<file path="src/dlpg_pkg.sv">
package dlpg_pkg;

   localparam int COLOR_BITS = 32;

   // request function codes
   localparam logic FUNC_START = 1'b0;
   localparam logic FUNC_STEP  = 1'b1;

   // controller to datapath commands
   typedef struct packed {
      logic start;     // latch endpoints, color, deltas; seed the divider
      logic step;      // emit current pixel and advance
      logic div_run;   // one divider iteration
      logic finish;    // last iteration: commit increments, issue start response
   } dlpg_cmd_type;

endpackage

</file>
<file path="src/dlpg_req_if.sv">
interface dlpg_req_if #(
   parameter int COORD_BITS = 12
) ();
   logic                           valid;
   logic                           ready;
   logic                           func;
   logic signed [COORD_BITS-1:0]   start_x;
   logic signed [COORD_BITS-1:0]   start_y;
   logic signed [COORD_BITS-1:0]   end_x;
   logic signed [COORD_BITS-1:0]   end_y;
   logic [dlpg_pkg::COLOR_BITS-1:0] line_color;

   modport source (
      output valid, func, start_x, start_y, end_x, end_y, line_color,
      input  ready
   );
   modport sink (
      input  valid, func, start_x, start_y, end_x, end_y, line_color,
      output ready
   );
endinterface

</file>
<file path="src/dlpg_rsp_if.sv">
interface dlpg_rsp_if #(
   parameter int COORD_BITS = 12
) ();
   logic                           valid;
   logic                           ready;
   logic                           pixel_valid;
   logic signed [COORD_BITS-1:0]   pixel_x;
   logic signed [COORD_BITS-1:0]   pixel_y;
   logic [dlpg_pkg::COLOR_BITS-1:0] pixel_color;
   logic                           last_pixel;
   logic [COORD_BITS-1:0]          line_length;

   modport source (
      output valid, pixel_valid, pixel_x, pixel_y, pixel_color, last_pixel, line_length,
      input  ready
   );
   modport sink (
      input  valid, pixel_valid, pixel_x, pixel_y, pixel_color, last_pixel, line_length,
      output ready
   );
endinterface

</file>
<file path="src/dlpg_ctrl.sv">
module dlpg_ctrl #(
   parameter int FRAC_BITS = 16
) (
   input  logic                   clock,
   input  logic                   reset,
   input  logic                   req_valid,
   input  logic                   req_func,
   output logic                   req_ready,
   output logic                   rsp_valid,
   input  logic                   rsp_ready,
   output dlpg_pkg::dlpg_cmd_type cmd
);
   import dlpg_pkg::*;

   localparam int CNT_BITS = $clog2(FRAC_BITS + 1);
   localparam logic [CNT_BITS-1:0] CNT_LAST = CNT_BITS'(FRAC_BITS);

   localparam logic ST_IDLE = 1'b0;
   localparam logic ST_DIV  = 1'b1;

   logic                state_ff, state_in;
   logic [CNT_BITS-1:0] cnt_ff, cnt_in;
   logic                rsp_valid_ff, rsp_valid_in;
   logic                out_free;
   logic                accept;

   assign out_free  = !rsp_valid_ff || rsp_ready;
   assign req_ready = (state_ff == ST_IDLE) && out_free;
   assign accept    = req_valid && req_ready;
   assign rsp_valid = rsp_valid_ff;

   always_comb begin
      cmd.start   = accept && (req_func == FUNC_START);
      cmd.step    = accept && (req_func == FUNC_STEP);
      cmd.div_run = (state_ff == ST_DIV);
      cmd.finish  = (state_ff == ST_DIV) && (cnt_ff == CNT_LAST);
   end

   always_comb begin
      state_in = state_ff;
      cnt_in   = cnt_ff;
      unique case (state_ff)
         ST_IDLE: begin
            cnt_in = '0;
            if (cmd.start) begin
               state_in = ST_DIV;
            end
         end
         ST_DIV: begin
            cnt_in = cnt_ff + 1'b1;
            if (cmd.finish) begin
               state_in = ST_IDLE;
            end
         end
         default: state_in = ST_IDLE;
      endcase
   end

   always_comb begin
      if (cmd.step || cmd.finish) begin
         rsp_valid_in = 1'b1;
      end else if (rsp_ready) begin
         rsp_valid_in = 1'b0;
      end else begin
         rsp_valid_in = rsp_valid_ff;
      end
   end

   always_ff @(posedge clock) begin
      if (reset) begin
         state_ff     <= ST_IDLE;
         cnt_ff       <= '0;
         rsp_valid_ff <= 1'b0;
      end else begin
         state_ff     <= state_in;
         cnt_ff       <= cnt_in;
         rsp_valid_ff <= rsp_valid_in;
      end
   end

endmodule

</file>
<file path="src/dlpg_datapath.sv">
module dlpg_datapath #(
   parameter int COORD_BITS = 12,
   parameter int FRAC_BITS  = 16
) (
   input  logic                                clock,
   input  logic                                reset,
   input  dlpg_pkg::dlpg_cmd_type              cmd,
   input  logic signed [COORD_BITS-1:0]        req_start_x,
   input  logic signed [COORD_BITS-1:0]        req_start_y,
   input  logic signed [COORD_BITS-1:0]        req_end_x,
   input  logic signed [COORD_BITS-1:0]        req_end_y,
   input  logic [dlpg_pkg::COLOR_BITS-1:0]     req_line_color,
   output logic                                rsp_pixel_valid,
   output logic signed [COORD_BITS-1:0]        rsp_pixel_x,
   output logic signed [COORD_BITS-1:0]        rsp_pixel_y,
   output logic [dlpg_pkg::COLOR_BITS-1:0]     rsp_pixel_color,
   output logic                                rsp_last_pixel,
   output logic [COORD_BITS-1:0]               rsp_line_length
);
   import dlpg_pkg::*;

   localparam int PW = COORD_BITS + FRAC_BITS + 2;  // position width
   localparam int SW = FRAC_BITS + 2;               // increment width
   localparam int QW = FRAC_BITS + 1;               // quotient magnitude width
   localparam int RW = COORD_BITS + 1;              // partial remainder width
   localparam logic [PW-1:0] HALF = PW'(1) << (FRAC_BITS - 1);

   // line state
   logic [PW-1:0]         pos_x_ff, pos_x_in, pos_y_ff, pos_y_in;
   logic [SW-1:0]         step_x_ff, step_x_in, step_y_ff, step_y_in;
   logic [COORD_BITS-1:0] left_ff, left_in;
   logic [COLOR_BITS-1:0] color_ff, color_in;
   // divider
   logic [COORD_BITS-1:0] len_ff, len_in;
   logic                  neg_x_ff, neg_x_in, neg_y_ff, neg_y_in;
   logic [RW-1:0]         rem_x_ff, rem_x_in, rem_y_ff, rem_y_in;
   logic [QW-1:0]         quo_x_ff, quo_x_in, quo_y_ff, quo_y_in;
   // response
   logic                  o_valid_ff, o_valid_in, o_last_ff, o_last_in;
   logic [COORD_BITS-1:0] o_x_ff, o_x_in, o_y_ff, o_y_in, o_len_ff, o_len_in;
   logic [COLOR_BITS-1:0] o_color_ff, o_color_in;

   logic [RW-1:0]         dx, dy;
   logic [COORD_BITS-1:0] ax, ay, len;
   logic                  ge_x, ge_y;
   logic [RW-1:0]         diff_x, diff_y;
   logic [SW-1:0]         qx_ext, qy_ext;
   logic [PW-1:0]         rnd_x, rnd_y;

   // start: deltas and length
   always_comb begin
      dx  = {req_end_x[COORD_BITS-1], req_end_x} - {req_start_x[COORD_BITS-1], req_start_x};
      dy  = {req_end_y[COORD_BITS-1], req_end_y} - {req_start_y[COORD_BITS-1], req_start_y};
      ax  = dx[RW-1] ? COORD_BITS'(-dx) : dx[COORD_BITS-1:0];
      ay  = dy[RW-1] ? COORD_BITS'(-dy) : dy[COORD_BITS-1:0];
      len = (ax >= ay) ? ax : ay;
   end

   // restoring divider, one quotient bit per axis per cycle; integer bit first
   always_comb begin
      ge_x   = rem_x_ff >= {1'b0, len_ff};
      ge_y   = rem_y_ff >= {1'b0, len_ff};
      diff_x = ge_x ? (rem_x_ff - {1'b0, len_ff}) : rem_x_ff;
      diff_y = ge_y ? (rem_y_ff - {1'b0, len_ff}) : rem_y_ff;
      qx_ext = {1'b0, quo_x_ff[QW-2:0], ge_x};
      qy_ext = {1'b0, quo_y_ff[QW-2:0], ge_y};
   end

   // round half away from zero: add half, less one for negatives, then floor
   always_comb begin
      rnd_x = pos_x_ff + HALF - PW'(pos_x_ff[PW-1]);
      rnd_y = pos_y_ff + HALF - PW'(pos_y_ff[PW-1]);
   end

   always_comb begin
      pos_x_in   = pos_x_ff;
      pos_y_in   = pos_y_ff;
      step_x_in  = step_x_ff;
      step_y_in  = step_y_ff;
      left_in    = left_ff;
      color_in   = color_ff;
      len_in     = len_ff;
      neg_x_in   = neg_x_ff;
      neg_y_in   = neg_y_ff;
      rem_x_in   = rem_x_ff;
      rem_y_in   = rem_y_ff;
      quo_x_in   = quo_x_ff;
      quo_y_in   = quo_y_ff;
      o_valid_in = o_valid_ff;
      o_last_in  = o_last_ff;
      o_x_in     = o_x_ff;
      o_y_in     = o_y_ff;
      o_len_in   = o_len_ff;
      o_color_in = o_color_ff;

      if (cmd.start) begin
         pos_x_in = {{2{req_start_x[COORD_BITS-1]}}, req_start_x, {FRAC_BITS{1'b0}}};
         pos_y_in = {{2{req_start_y[COORD_BITS-1]}}, req_start_y, {FRAC_BITS{1'b0}}};
         left_in  = len;
         color_in = req_line_color;
         len_in   = len;
         neg_x_in = dx[RW-1];
         neg_y_in = dy[RW-1];
         rem_x_in = {1'b0, ax};
         rem_y_in = {1'b0, ay};
         quo_x_in = '0;
         quo_y_in = '0;
      end

      if (cmd.div_run) begin
         rem_x_in = {diff_x[COORD_BITS-1:0], 1'b0};
         rem_y_in = {diff_y[COORD_BITS-1:0], 1'b0};
         quo_x_in = qx_ext[QW-1:0];
         quo_y_in = qy_ext[QW-1:0];
      end

      if (cmd.finish) begin
         // a zero-length line keeps zero increments
         if (len_ff == '0) begin
            step_x_in = '0;
            step_y_in = '0;
         end else begin
            step_x_in = neg_x_ff ? (-qx_ext) : qx_ext;
            step_y_in = neg_y_ff ? (-qy_ext) : qy_ext;
         end
         o_valid_in = 1'b0;
         o_last_in  = 1'b0;
         o_x_in     = '0;
         o_y_in     = '0;
         o_color_in = '0;
         o_len_in   = len_ff;
      end

      if (cmd.step) begin
         o_len_in = '0;
         if (left_ff == '0) begin
            o_valid_in = 1'b0;
            o_last_in  = 1'b0;
            o_x_in     = '0;
            o_y_in     = '0;
            o_color_in = '0;
         end else begin
            o_valid_in = 1'b1;
            o_last_in  = (left_ff == COORD_BITS'(1));
            o_x_in     = rnd_x[FRAC_BITS+COORD_BITS-1:FRAC_BITS];
            o_y_in     = rnd_y[FRAC_BITS+COORD_BITS-1:FRAC_BITS];
            o_color_in = color_ff;
            pos_x_in   = pos_x_ff + {{(PW-SW){step_x_ff[SW-1]}}, step_x_ff};
            pos_y_in   = pos_y_ff + {{(PW-SW){step_y_ff[SW-1]}}, step_y_ff};
            left_in    = left_ff - 1'b1;
         end
      end
   end

   always_ff @(posedge clock) begin
      if (reset) begin
         left_ff <= '0;
      end else begin
         left_ff <= left_in;
      end
   end

   always_ff @(posedge clock) begin
      pos_x_ff   <= pos_x_in;
      pos_y_ff   <= pos_y_in;
      step_x_ff  <= step_x_in;
      step_y_ff  <= step_y_in;
      color_ff   <= color_in;
      len_ff     <= len_in;
      neg_x_ff   <= neg_x_in;
      neg_y_ff   <= neg_y_in;
      rem_x_ff   <= rem_x_in;
      rem_y_ff   <= rem_y_in;
      quo_x_ff   <= quo_x_in;
      quo_y_ff   <= quo_y_in;
      o_valid_ff <= o_valid_in;
      o_last_ff  <= o_last_in;
      o_x_ff     <= o_x_in;
      o_y_ff     <= o_y_in;
      o_len_ff   <= o_len_in;
      o_color_ff <= o_color_in;
   end

   assign rsp_pixel_valid = o_valid_ff;
   assign rsp_pixel_x     = o_x_ff;
   assign rsp_pixel_y     = o_y_ff;
   assign rsp_pixel_color = o_color_ff;
   assign rsp_last_pixel  = o_last_ff;
   assign rsp_line_length = o_len_ff;

endmodule

</file>
<file path="src/dda_line_pixel_generator_core.sv">
// DDA line rasterizer. A start request (func 0) latches two endpoints and a
// color, takes the line length as the larger absolute delta, and computes
// per-axis increments delta/length in signed fixed point with FRAC_BITS
// fraction bits, truncated toward zero. Each step request (func 1) returns
// the current position rounded half away from zero and then advances, for
// exactly length pixels (the end point itself is not drawn). Each step
// response is registered, and steps stream at one per cycle while the
// response side keeps up. A start request runs a restoring divider per
// axis (both in parallel, common length); its response is registered after
// the last iteration and no request is taken meanwhile.
module dda_line_pixel_generator_core #(
   parameter int COORD_BITS = 12,
   parameter int FRAC_BITS  = 16
) (
   input logic          clock,
   input logic          reset,
   dlpg_req_if.sink     req_chan,
   dlpg_rsp_if.source   rsp_chan
);
   import dlpg_pkg::*;

   dlpg_cmd_type cmd;

   // sequencing: accept, divider iterations, response valid
   dlpg_ctrl #(
      .FRAC_BITS (FRAC_BITS)
   ) u_ctrl (
      .clock     (clock),
      .reset     (reset),
      .req_valid (req_chan.valid),
      .req_func  (req_chan.func),
      .req_ready (req_chan.ready),
      .rsp_valid (rsp_chan.valid),
      .rsp_ready (rsp_chan.ready),
      .cmd       (cmd)
   );

   // line state, divider and the registered response payload
   dlpg_datapath #(
      .COORD_BITS (COORD_BITS),
      .FRAC_BITS  (FRAC_BITS)
   ) u_datapath (
      .clock           (clock),
      .reset           (reset),
      .cmd             (cmd),
      .req_start_x     (req_chan.start_x),
      .req_start_y     (req_chan.start_y),
      .req_end_x       (req_chan.end_x),
      .req_end_y       (req_chan.end_y),
      .req_line_color  (req_chan.line_color),
      .rsp_pixel_valid (rsp_chan.pixel_valid),
      .rsp_pixel_x     (rsp_chan.pixel_x),
      .rsp_pixel_y     (rsp_chan.pixel_y),
      .rsp_pixel_color (rsp_chan.pixel_color),
      .rsp_last_pixel  (rsp_chan.last_pixel),
      .rsp_line_length (rsp_chan.line_length)
   );

endmodule

</file>
<file path="src/flat_wrapper.sv">
// flat-port wrapper written by rule: the top's interface ports become plain ports
module dda_line_pixel_generator_core_flat import dlpg_pkg::*;
#(
   parameter int COORD_BITS = 12,
   parameter int FRAC_BITS  = 16
)
  (clock, reset, req_chan_valid, req_chan_func, req_chan_start_x, req_chan_start_y, req_chan_end_x, req_chan_end_y, req_chan_line_color, req_chan_ready, rsp_chan_valid, rsp_chan_pixel_valid, rsp_chan_pixel_x, rsp_chan_pixel_y, rsp_chan_pixel_color, rsp_chan_last_pixel, rsp_chan_line_length, rsp_chan_ready);
  dlpg_req_if #(.COORD_BITS(COORD_BITS)) req_chan_i ();
  dlpg_rsp_if #(.COORD_BITS(COORD_BITS)) rsp_chan_i ();
  input logic clock;
  input logic reset;
  input wire logic [$bits(req_chan_i.valid)-1:0] req_chan_valid;
  input wire logic [$bits(req_chan_i.func)-1:0] req_chan_func;
  input wire logic [$bits(req_chan_i.start_x)-1:0] req_chan_start_x;
  input wire logic [$bits(req_chan_i.start_y)-1:0] req_chan_start_y;
  input wire logic [$bits(req_chan_i.end_x)-1:0] req_chan_end_x;
  input wire logic [$bits(req_chan_i.end_y)-1:0] req_chan_end_y;
  input wire logic [$bits(req_chan_i.line_color)-1:0] req_chan_line_color;
  output wire logic [$bits(req_chan_i.ready)-1:0] req_chan_ready;
  output wire logic [$bits(rsp_chan_i.valid)-1:0] rsp_chan_valid;
  output wire logic [$bits(rsp_chan_i.pixel_valid)-1:0] rsp_chan_pixel_valid;
  output wire logic [$bits(rsp_chan_i.pixel_x)-1:0] rsp_chan_pixel_x;
  output wire logic [$bits(rsp_chan_i.pixel_y)-1:0] rsp_chan_pixel_y;
  output wire logic [$bits(rsp_chan_i.pixel_color)-1:0] rsp_chan_pixel_color;
  output wire logic [$bits(rsp_chan_i.last_pixel)-1:0] rsp_chan_last_pixel;
  output wire logic [$bits(rsp_chan_i.line_length)-1:0] rsp_chan_line_length;
  input wire logic [$bits(rsp_chan_i.ready)-1:0] rsp_chan_ready;
  assign req_chan_i.valid = req_chan_valid;
  assign req_chan_i.func = req_chan_func;
  assign req_chan_i.start_x = req_chan_start_x;
  assign req_chan_i.start_y = req_chan_start_y;
  assign req_chan_i.end_x = req_chan_end_x;
  assign req_chan_i.end_y = req_chan_end_y;
  assign req_chan_i.line_color = req_chan_line_color;
  assign req_chan_ready = req_chan_i.ready;
  assign rsp_chan_valid = rsp_chan_i.valid;
  assign rsp_chan_pixel_valid = rsp_chan_i.pixel_valid;
  assign rsp_chan_pixel_x = rsp_chan_i.pixel_x;
  assign rsp_chan_pixel_y = rsp_chan_i.pixel_y;
  assign rsp_chan_pixel_color = rsp_chan_i.pixel_color;
  assign rsp_chan_last_pixel = rsp_chan_i.last_pixel;
  assign rsp_chan_line_length = rsp_chan_i.line_length;
  assign rsp_chan_i.ready = rsp_chan_ready;
  dda_line_pixel_generator_core #(.COORD_BITS(COORD_BITS), .FRAC_BITS(FRAC_BITS)) u_core (.clock(clock), .reset(reset), .req_chan(req_chan_i), .rsp_chan(rsp_chan_i));
endmodule
</file>
<file path="config.mk">
export PLATFORM = sky130hd
export DESIGN_NAME = dda_line_pixel_generator_core_flat
export DESIGN_NICKNAME = d
export VERILOG_FILES = /design/src/dlpg_pkg.sv /design/src/dlpg_req_if.sv /design/src/dlpg_rsp_if.sv /design/src/dlpg_ctrl.sv /design/src/dlpg_datapath.sv /design/src/dda_line_pixel_generator_core.sv /design/src/flat_wrapper.sv
export SDC_FILE = /design/constraint.sdc
export NUM_CORES = 1
export LEC_CHECK = 0
export ABC_AREA = 1
export BUFFER_PORTS_ARGS = -buffer_cell sky130_fd_sc_hd__buf_4
export CORE_MARGIN = 10
export CORE_UTILIZATION = 25
export DETAILED_ROUTE_END_ITERATION = 10
export MAX_ROUTING_LAYER = met4
export PLACE_DENSITY = 0.38
export SETUP_SLACK_MARGIN = 0.05
export SLEW_MARGIN = 20
export SYNTH_ARGS = -nofsm -noshare
export SYNTH_HDL_FRONTEND = slang
export SYNTH_SLANG_ARGS = --single-unit
</file>
<file path="constraint.sdc">
create_clock -name clock -period 12.3 [get_ports clock]
set_input_delay 2.46 -clock clock [delete_from_list [all_inputs] [get_ports clock]]
set_output_delay 2.46 -clock clock [all_outputs]
set_load 0.01 [all_outputs]
</file>
# Yosys cells after proc, flatten, opt, wreduce, memory -nomap -nowiden
# Cells that the tools add are included.
[word_totals] register_bits=289 in_bits=85
[classes] add_sub_neg=16 magnitude_cmp=3 n_eq_ne=2 n_mux=42 n_bitwise=4 reduce_logical=15
[op_table] op="30-bit 2-to-1 mux" count=6
[op_table] op="12-bit 2-to-1 mux" count=13
[op_table] op="32-bit 2-to-1 mux" count=3
[op_table] op="30-bit adder" count=2
[op_table] op="28-bit by 16-bit adder with 28-bit output (second input constant)" count=2
[op_table] op="28-bit by 1-bit subtractor with 28-bit output" count=2
[op_table] op="13-bit 2-to-1 mux" count=4
[op_table] op="16-bit 2-to-1 mux" count=3
[op_table] op="17-bit negation with 18-bit output" count=2
[op_table] op="17-bit 2-to-1 mux" count=2
[op_table] op="13-bit by 12-bit greater-or-equal comparator with 1-bit output" count=2
[op_table] op="12-bit by 12-bit subtractor with 13-bit output" count=2
[op_table] op="12-bit zero test" count=2
[op_table] op="12-bit negation" count=2
[op_table] op="12-bit subtractor" count=2
[op_table] op="12-bit by 1-bit equality test with 1-bit output (second input constant)" count=1
[op_table] op="12-bit greater-or-equal comparator" count=1
[op_table] op="12-bit by 1-bit subtractor with 12-bit output (second input constant)" count=1
[op_table] op="5-bit one-hot mux with 2 select lines" count=1
[op_table] op="1-bit 2-to-1 mux" count=9
[op_table] op="2-bit nonzero test" count=3
[op_table] op="5-bit by 1-bit adder with 5-bit output (second input constant)" count=1
[op_table] op="5-bit equality test (second input constant)" count=1
[op_table] op="1-bit logical AND" count=5
[op_table] op="other kinds (5)" count=10

# Depth between registers and ports, before layout
# Gate-level depths: netlist of the first run.
[logic_depth] word_depth=8 mapped_depth=33 ltp_nobuf=31

# Cells and area by module
# From an unflattened synthesis of the first run, not the netlist that was laid out.
[hier_totals] cells_unflattened=2628 hier_area_um2=20249.4
[modules_own_cells] module="dlpg_datapath" n_inst=1 cells_each=2582 area_each_um2=19904.1
[modules_own_cells] module="dlpg_ctrl" n_inst=1 cells_each=46 area_each_um2=345.3

# Worst setup path after synthesis of the first run
# Ideal clock, no wire load.
[synth_path] path_kind="in2reg" start="input port req_chan_end_y[0]" end="register u_core.u_datapath.len_ff[7], data pin" setup_time_ns=0.251 t_arrival_ns=5.667 path_slack_ns=6.383 stages=30 path_buffers=2 cell_sequence="inv_1 > ha_1 > fa_1 > inv_1 > nand3_1 > nand2_2 > nand2_2 > nand2_2 > nand2_2 > nand2_2 > nand2_1 > nand2_2 > buf_6 > inv_1 > o21ai_0 > ha_1 > a21boi_0 > o21ai_0 > nand2_1 > a21oi_1 > o21ai_0 > a21o_1 > nand2_1 > nand3_2 > nand3_2 > nand2_2 > buf_6 > nand2_1 > o21a_1 > inv_1"
[synth_between] elab_cells_between_ends=5 classes_between="add/sub (2); order compare (1); mux (2)"
[synth_rtl] item="start: declaration" line="flat_wrapper.sv:17" text="input wire logic [$bits(req_chan_i.end_y)-1:0] req_chan_end_y;"
[synth_rtl] item="12-bit by 12-bit subtractor with 13-bit output (*)" line="dlpg_datapath.sv:53" text="dy = {req_end_y[COORD_BITS-1], req_end_y} - {req_start_y[COORD_BITS-1], req_start_y};"
[synth_rtl] item="via u_core.u_datapath.dy[12]" line="dlpg_datapath.sv:43" text="logic [RW-1:0] dx, dy;"
[synth_rtl] item="12-bit 2-to-1 mux (*)" line="dlpg_datapath.sv:55" text="ay = dy[RW-1] ? COORD_BITS'(-dy) : dy[COORD_BITS-1:0];"
[synth_rtl] item="12-bit greater-or-equal comparator" line="dlpg_datapath.sv:56" text="len = (ax >= ay) ? ax : ay;"
[synth_rtl] item="12-bit 2-to-1 mux (*)" line="dlpg_datapath.sv:56"
[synth_rtl] item="via u_core.u_datapath.len[7]" line="dlpg_datapath.sv:44" text="logic [COORD_BITS-1:0] ax, ay, len;"
[synth_rtl] item="end signal: assignment" line="dlpg_datapath.sv:169" text="len_ff <= len_in;"
[synth_rtl] item="end: declaration" line="dlpg_datapath.sv:34" text="logic [COORD_BITS-1:0] len_ff, len_in;"
# The timed path passes the listed nets; every way through them passes the cells marked *.
# A chain may end at the register's enable or synchronous reset.

# Worst setup path after layout of the first run
[layout_path] start="input port req_chan_start_y[0]" end="register u_core.u_datapath.len_ff[7], data pin"
[layout_between] elab_chain_cells=5
[layout_lines] item="start: declaration" line="flat_wrapper.sv:15" text="input wire logic [$bits(req_chan_i.start_y)-1:0] req_chan_start_y;"
[layout_lines] item="12-bit by 12-bit subtractor with 13-bit output (*)" line="dlpg_datapath.sv:53"
[layout_lines] item="12-bit negation" line="dlpg_datapath.sv:55"
[layout_lines] item="12-bit 2-to-1 mux (*)" line="dlpg_datapath.sv:55"
[layout_lines] item="12-bit greater-or-equal comparator" line="dlpg_datapath.sv:56"
[layout_lines] item="12-bit 2-to-1 mux (*)" line="dlpg_datapath.sv:56"
[layout_lines] item="via u_core.u_datapath.len[7]" line="dlpg_datapath.sv:44"
# Marks and branches as above.

==> results of run 1 <==
[per-layer routing]
layer  up-vias  global-route usage [%]
li1       9115                       -
met1      8200                    20.0
met2       355                    22.1
met3        75                    2.05
met4         0                    3.44
met5         -                       -
[how the worst max path moves through the flow]
stage                                    from  slack (ns)                           end  depth (start not counted)
after global placement    req_chan_start_y[0]        5.51  u_core.u_datapath.left_ff[7]                         30
after floorplan             req_chan_end_y[0]        6.38   u_core.u_datapath.len_ff[7]                         30
final                     req_chan_start_y[0]        6.07   u_core.u_datapath.len_ff[7]                         28
after global routing      req_chan_start_y[0]        5.63  u_core.u_datapath.left_ff[4]                         28
after detailed placement  req_chan_start_y[0]        5.54  u_core.u_datapath.left_ff[7]                         30
after CTS                 req_chan_start_y[0]        6.12  u_core.u_datapath.left_ff[3]                         28
[cells by family (layout without fill, tap and decap cells)]
kind of cell | after synthesis | after routing | synth area share [%]
XOR/XNOR | 62 | 62 | 2.69
buffers and inverters | 498 | 684 | 9.43
adder cells (fa/ha/maj) | 181 | 181 | 11.4
AND/OR/NAND/NOR | 967 | 967 | 20.6
AO/OA/AOI/OAI | 623 | 623 | 17.5
flip-flops | 289 | 289 | 38.4
other | 0 | 1 | 0
[stage by stage]
stage                     power, mW  instance area, um^2
after floorplan                2.87                20200
after global placement         3.46                22600
after detailed placement       3.47                22600
after CTS                      4.66                23900
after global routing           5.02                23900
final                          4.61                23900
[registers in the layout (all words and copies together), names as in the netlist]
| register | flops |
|---|---|
| u_core.u_datapath.rsp_pixel_color | 32 |
| u_core.u_datapath.rem_x_ff | 13 |
| u_core.u_datapath.neg_x_ff | 1 |
| u_core.u_ctrl.state_ff | 1 |
| u_core.u_datapath.rsp_last_pixel | 1 |
| u_core.u_datapath.len_ff | 12 |
| u_core.u_datapath.rem_y_ff | 13 |
| u_core.u_datapath.color_ff | 32 |
| u_core.u_datapath.quo_y_ff | 16 |
| u_core.u_ctrl.cnt_ff | 5 |
| u_core.u_ctrl.rsp_valid | 1 |
| u_core.u_datapath.quo_x_ff | 16 |
| u_core.u_datapath.rsp_pixel_y | 12 |
| u_core.u_datapath.step_x_ff | 18 |
| u_core.u_datapath.step_y_ff | 18 |
| u_core.u_datapath.rsp_pixel_x | 12 |
| u_core.u_datapath.rsp_line_length | 12 |
| u_core.u_datapath.left_ff | 12 |
| u_core.u_datapath.rsp_pixel_valid | 1 |
| u_core.u_datapath.pos_y_ff | 30 |
| u_core.u_datapath.pos_x_ff | 30 |
| u_core.u_datapath.neg_y_ff | 1 |
[synthesized netlist by cell type, types with 4 or more instances]
cell / instances / share of area [%]
xnor2_1: 17 / 0.74
inv_2: 12 / 0.22
a21oi_1: 256 / 6.3
fa_1: 6 / 0.59
buf_1: 8 / 0.15
nand2_2: 40 / 1.2
nand2_1: 507 / 9.4
o21ai_1: 14 / 0.35
o21a_1: 14 / 0.52
a31oi_1: 17 / 0.53
o21ai_2: 6 / 0.26
a211oi_1: 9 / 0.33
nor2_1: 222 / 4.1
nor4_1: 8 / 0.25
nand3_1: 99 / 2.5
inv_1: 427 / 7.9
a221oi_1: 6 / 0.26
o21bai_1: 9 / 0.33
a21o_1: 11 / 0.41
o211a_1: 5 / 0.25
o22ai_1: 22 / 0.68
xor2_1: 45 / 2.0
o21ai_0: 189 / 4.7
dfxtp_1: 93 / 9.2
nor2_2: 5 / 0.15
o221ai_1: 8 / 0.35
nor3_1: 32 / 0.79
nand3_2: 8 / 0.40
or2_2: 6 / 0.19
edfxtp_1: 196 / 29
clkbuf_1: 41 / 0.76
ha_1: 175 / 11
buf_6: 4 / 0.22
a21oi_2: 8 / 0.35
a21boi_0: 4 / 0.15
o31ai_1: 13 / 0.48
clkinv_1: 4 / 0.074
nand4_1: 22 / 0.68
nand3b_1: 5 / 0.19
o211ai_1: 24 / 0.89
[worst register-to-register path, delay by kind of cell, from the launching register on]
| kind | cells | cell delay (ns) |
|---|---|---|
| flip-flops | 1 | 0.58 |
| AND/OR/NAND/NOR | 10 | 1.49 |
| AO/OA/AOI/OAI | 5 | 1.04 |
| buffers and inverters | 4 | 0.58 |
| adder cells (fa/ha/maj) | 2 | 0.47 |
[power groups by stage]
stage	sequential, mW	combinational, mW	clock, mW
after floorplan	1.32	1.54	0
after global placement	1.37	2.08	0
after detailed placement	1.37	2.09	0
final	1.35	2.11	1.15
after CTS	1.36	2.11	1.19
after global routing	1.37	2.42	1.23
[area by class of cell]
| cell class | count | area (um^2) |
|---|---|---|
| antenna | 1 | 2.50 |
| clock buffer | 56 | 1050 |
| clock inverter | 15 | 211 |
| fill | 8548 | 56400 |
| inverter | 443 | 1670 |
| multi-input combinational | 1833 | 10600 |
| sequential | 289 | 7750 |
| tap | 1060 | 1330 |
| timing repair buffer | 170 | 1280 |
==> metrics.md, run 1 <==
| Metric | Value |
|---|---|
| DR WL met2 | approximately 30 mm |
| Hold Vio Cnt, Final | 0 |
| Distinct cells, synth | 55 |
| Post-cts gate resize count | 0 |
| Number of synthesized register bits | 289 |
| Post-Syn Nets | ~2900 |
| Fmax | about 0.16 GHz |
| Synth warn | 0 |
| Worst setup margin | 6.07 ns |
| Post-DP HPWL | between 50 and 60 mm |
| RSZ-0062 raised after global routing | false |
| Total grt overflow | 0 |
| Hold Startpoint | u_core.u_ctrl.cnt_ff[0] |
| Hold slack | about 0.47 ns |
| Most frequent CP cell | nand2_2 |
| Vias in the first global route | about 17000 |
| Flop pwr share | roughly 29% |
| Number of synthesized flops with an enable pin | 196 |
| Layout area overhead | 18.2% |
| Reg2Reg Depth | 21 |
| Hold path endpoint | u_core.u_ctrl.cnt_ff[0] |
| Switching power total | 1.97 mW |
| Die height | between 300 and 400 um |
| Reg-to-Reg End | u_core.u_datapath.step_x_ff[16] |
| Drt initial violations | 1179 |
| GRT Total Usage | approximately 15% |
| R2R setup slack | 7.99 ns |
| Non-Filler Instances | ~3900 |
| Period minus WS final | around 6.2 ns |
| Status | completed |
| Fin crit share | 50.7% |
| CTS tree | yes |
| Final net count | roughly 3000 |
| Residual DRC | 0 |
| Ys flop type | edfxtp_1 |
| Slowest cell on crit path | fa_1 |
| Combinational power share | ~46% |
| TritonRoute pass-1 iters | 5 |
| Post-Place Cells | approximately 3800 |
| Slew @ Worst Pin | approximately 0.95 ns |
| Root Driver | clkbuf_16 |
| CTS HTree Levels | 2 |
| PwrDens | 193 nW/um^2 |
| Setup_tns | 0 ns |
| Final core occ | between 20% and 30% |
| Internal power | roughly 2.6 mW |
| Initial Utilization | 25.2% |
| Vias post-DR | 17700 |
| CP max stage delay | approximately 0.40 ns |
| Met3 wire length | approximately 2.7 mm |
| Share of layout cells above drive strength 1 | 11.5% |
| Crit path max-delay family | simple AND/OR/NAND/NOR gates |
| GPL Wtd Cong | between 0.8 and 0.9 |
| Worst-path clk slew | roughly 0.050 ns |
| Final WL | roughly 67 mm |
| Worst Hold Class | reg -> reg |
| Sequential fraction of the synthesis area | 38.4% |
| Setup WS pre-CTS | 5.54 ns |
| DR vias/cell | 4.59 |
| Antenna Nets Post-Route | 0 |
| WL met1 | 33.9 mm |
| Top Layer Used | met4 |
| Clock sink count | roughly 290 |
| Critical-path maximum fanout | 20 |
| Setup Skew | 0.0189 ns |
| RR Startpoint | u_core.u_datapath.len_ff[1] |
| Max VDD drop | 78.8 uV |
| Mapped cell area | about 20000 um^2 |
| CP arrival | around 6.6 ns |
| First-pass GRT wire length | roughly 100 mm |
| CTS Hold Buffers Added | 0 |
| CP Class | in -> reg |
| Clock latency on the worst-skew pair | between 0.5 and 0.6 ns |
| Most frequent cells in the layout | nand2_1, inv_1, a21oi_1 |
| Core area | 80300 um^2 |
| DR WL/cell | about 17 um |
| Port bufs | around 160 |
| Data required time of the worst path | around 13 ns |
| Antenna violations before repair | 1 |
| Largest net degree at the start of global routing | 71 |
| Async SR Flop Fraction | 0% |
| # rows | between 100 and 150 |
| Clock share of power | 24.9% |
| Gate count after technology mapping | about 2600 |
| Syn_area_per_cell | 7.71 um^2 |
| Most common cell after layout, fill and taps aside | nand2_1 |
| Worst Path Buf+Inv | 4 |
| Die Area | between 90000 and 100000 um^2 |
| Final slew viol count | 0 |
| Die extent in x | 304 um |
| Num CTS Buffers | 39 |
| Worst setup SP type | primary input |
| Leakage | between 10 and 15 nW |
| Post-CTS setup buffers | 0 |
| Max-cap violations | 0 |
| Io pins | approximately 160 |
| Max clock buf depth | 3 |
| Hold Path Cell Cnt | 1 |
| Switching share of power | a little over two fifths |
| Nature of the critical path endpoint | flop |
| # setup viols final | 0 |
| Slew headroom | a little over a third |
Note: power is estimated with default switching activity, not from simulation.
==> run 2: changes to the inputs <==
==> constraint.sdc (replaced) <==
create_clock -name clock -period 6.4 [get_ports clock]
set_input_delay 1.28 -clock clock [delete_from_list [all_inputs] [get_ports clock]]
set_output_delay 1.28 -clock clock [all_outputs]
set_load 0.01 [all_outputs]
==> run 2 against run 1 <==
  * Cell count barely moved
  * Power up 90%
  * Worst setup slack got worse by 4.8 ns
  * Combinational power is 91% higher
  * Global-route usage fell by 0.075 points
  * Flip-flop and latch count unchanged
  * Count of clock-buffer cells in the layout is 4 lower
  * Clock skew is 0.011 ns higher
==> metrics.md, run 2 (synthesized netlist as in run 1, its figures left out) <==
| Metric | Value |
|---|---|
| Most frequent cells in the layout | nand2_1, inv_1, a21oi_1 |
| Max VDD drop | 165 uV (+110%) |
| Num CTS Buffers | 39 (unchanged) |
| Worst-path clk slew | 0.05 ns (about the same) |
| Residual DRC | 0 (unchanged) |
| Final net count | 3044 (+0.066%) |
| Die extent in x | 304 um (unchanged) |
| Status | completed |
| Setup Skew | 0.0303 ns (+0.0113 ns) |
| Fillers | 8578 (+0.35%) |
| # setup viols final | 0 (unchanged) |
| Post-DP HPWL | 51.4 mm (+0.19%) |
| Drt initial violations | 1121 (-4.9%) |
| Vias in the first global route | 17200 (-1.2%) |
| Antenna Nets Post-Route | 0 (unchanged) |
| Setup_tns | 0 ns (unchanged) |
| CTS tree | yes |
| Worst setup margin | 1.28 ns (-4.78 ns) |
| Die height | 304 um (unchanged) |
| CP max stage delay | 0.43 ns (+0.03 ns) |
| CP Class | in -> reg |
| Top Layer Used | met4 |
| Share of layout cells above drive strength 1 | 11.7% (+0.17 points) |
| First-pass GRT wire length | 103 mm (-0.89%) |
| Worst Path Buf+Inv | 4 (unchanged) |
| Largest net degree at the start of global routing | 63 (-11%) |
| Vias post-DR | 17800 (+0.39%) |
| Max-cap violations | 0 (unchanged) |
| Setup WS pre-CTS | 0.757 ns (-4.78 ns) |
| # rows | 104 (unchanged) |
| Slew @ Worst Pin | 0.923 ns (-0.0301 ns) |
| Nature of the critical path endpoint | flop |
| GRT Total Usage | 14.4% (-0.075 points) |
| Port bufs | 156 (unchanged) |
| Worst setup SP type | primary input |
| TritonRoute pass-1 iters | 5 (unchanged) |
| CTS Hold Buffers Added | 0 (unchanged) |
| Clock sink count | 289 (unchanged) |
| Post-CTS setup buffers | 0 (unchanged) |
| Period minus WS final | between 5 and 6 ns |
| Antenna violations before repair | 1 (unchanged) |
| Met3 wire length | 3.15 mm (+15%) |
| Leakage | 11.1 nW (-0.12%) |
| Fmax | between 0.15 and 0.2 GHz |
| Most common cell after layout, fill and taps aside | nand2_1 |
| DR WL/cell | 17.3 um (-0.45%) |
| Final slew viol count | 0 (unchanged) |
| Total grt overflow | 0 (unchanged) |
| CTS HTree Levels | 2 (unchanged) |
| Worst Hold Class | reg -> reg |
| Initial Utilization | 25.2% (unchanged) |
| GPL Wtd Cong | 0.852 (+1.4%) |
| Hold Vio Cnt, Final | 0 (unchanged) |
| RSZ-0062 raised after global routing | false |
| Final WL | 66.9 mm (-0.42%) |
| Clock latency on the worst-skew pair | 0.57 ns (about the same) |
| Slowest cell on crit path | o21ai_0 |
| CP arrival | 5.57 ns (-0.99 ns) |
| DR vias/cell | 4.61 (+0.36%) |
| WL met1 | 33.6 mm (-0.78%) |
| Critical-path maximum fanout | 20 (unchanged) |
| Max clock buf depth | 3 (unchanged) |
| Die Area | 92600 um^2 (unchanged) |
| Fin crit share | between 70% and 80% |
| Layout area overhead | 18.0% |
| Most frequent CP cell | nand2_2 |
| Root Driver | clkbuf_16 |
| Slew headroom | 38.5% (+2.0 points) |
| Io pins | 157 (unchanged) |
| Data required time of the worst path | 6.85 ns (-5.78 ns) |
| Post-cts gate resize count | 0 (unchanged) |
| Crit path max-delay family | simple AND/OR/NAND/NOR gates |
| DR WL met2 | 28.6 mm (-1.7%) |
| Core area | 80300 um^2 (unchanged) |
| PwrDens | 366 nW/um^2 (+90%) |
## run 2: metal layers
layer / vias to the layer above / GRT usage, %
li1: 9134 / -
met1: 8224 / 19.8
met2: 393 / 21.8
met3: 63 / 2.19
met4: 0 / 3.87
met5: - / -
## run 2: cell type report
class | instances | area, um^2 | share of cell area, %
diodes | 1 | 2.50 | 0.0105
clock buffers | 52 | 1080 | 4.52
clock inverters | 18 | 128 | 0.536
inverters | 443 | 1670 | 6.99
multi-input cells | 1833 | 10600 | 44.5
flip-flops and latches | 289 | 7750 | 32.5
well taps | 1060 | 1330 | 5.57
repair buffers | 172 | 1290 | 5.42
## run 2: power by group
group / total (mW) / switching, mW / internal, mW
combinational: 4.03 / 2.60 / 1.43
sequential: 2.60 / 0.280 / 2.32
clock: 2.10 / 0.879 / 1.22
total: 8.73 / 3.76 / 4.97
## run 2: final timing paths
kind	start	end	slack, ns	cells past startpoint
worst max register to register	u_core.u_datapath.len_ff[1]	u_core.u_datapath.step_y_ff[16]	2.12	21
worst max-delay path	req_chan_start_y[0]	u_core.u_datapath.left_ff[7]	1.28	30
worst min register to register	u_core.u_ctrl.cnt_ff[0]	u_core.u_ctrl.cnt_ff[0]	0.46	1
worst min-delay path	u_core.u_ctrl.cnt_ff[0]	u_core.u_ctrl.cnt_ff[0]	0.46	1
## run 2: stage by stage
step | cells | hold WS, ns | power (mW) | utilization [%] | cell area, um^2
after floorplan | 2620 | 0.430 | 5.51 | - | 20200
after global placement | 3797 | 0.448 | 6.65 | 28.2 | 22600
after detailed placement | 3797 | 0.457 | 6.65 | 28.2 | 22600
after CTS | 3867 | 0.470 | 8.85 | 29.7 | 23800
after global routing | 3868 | 0.486 | 9.54 | 29.7 | 23800
final | 3868 | 0.464 | 8.73 | 29.7 | 23800
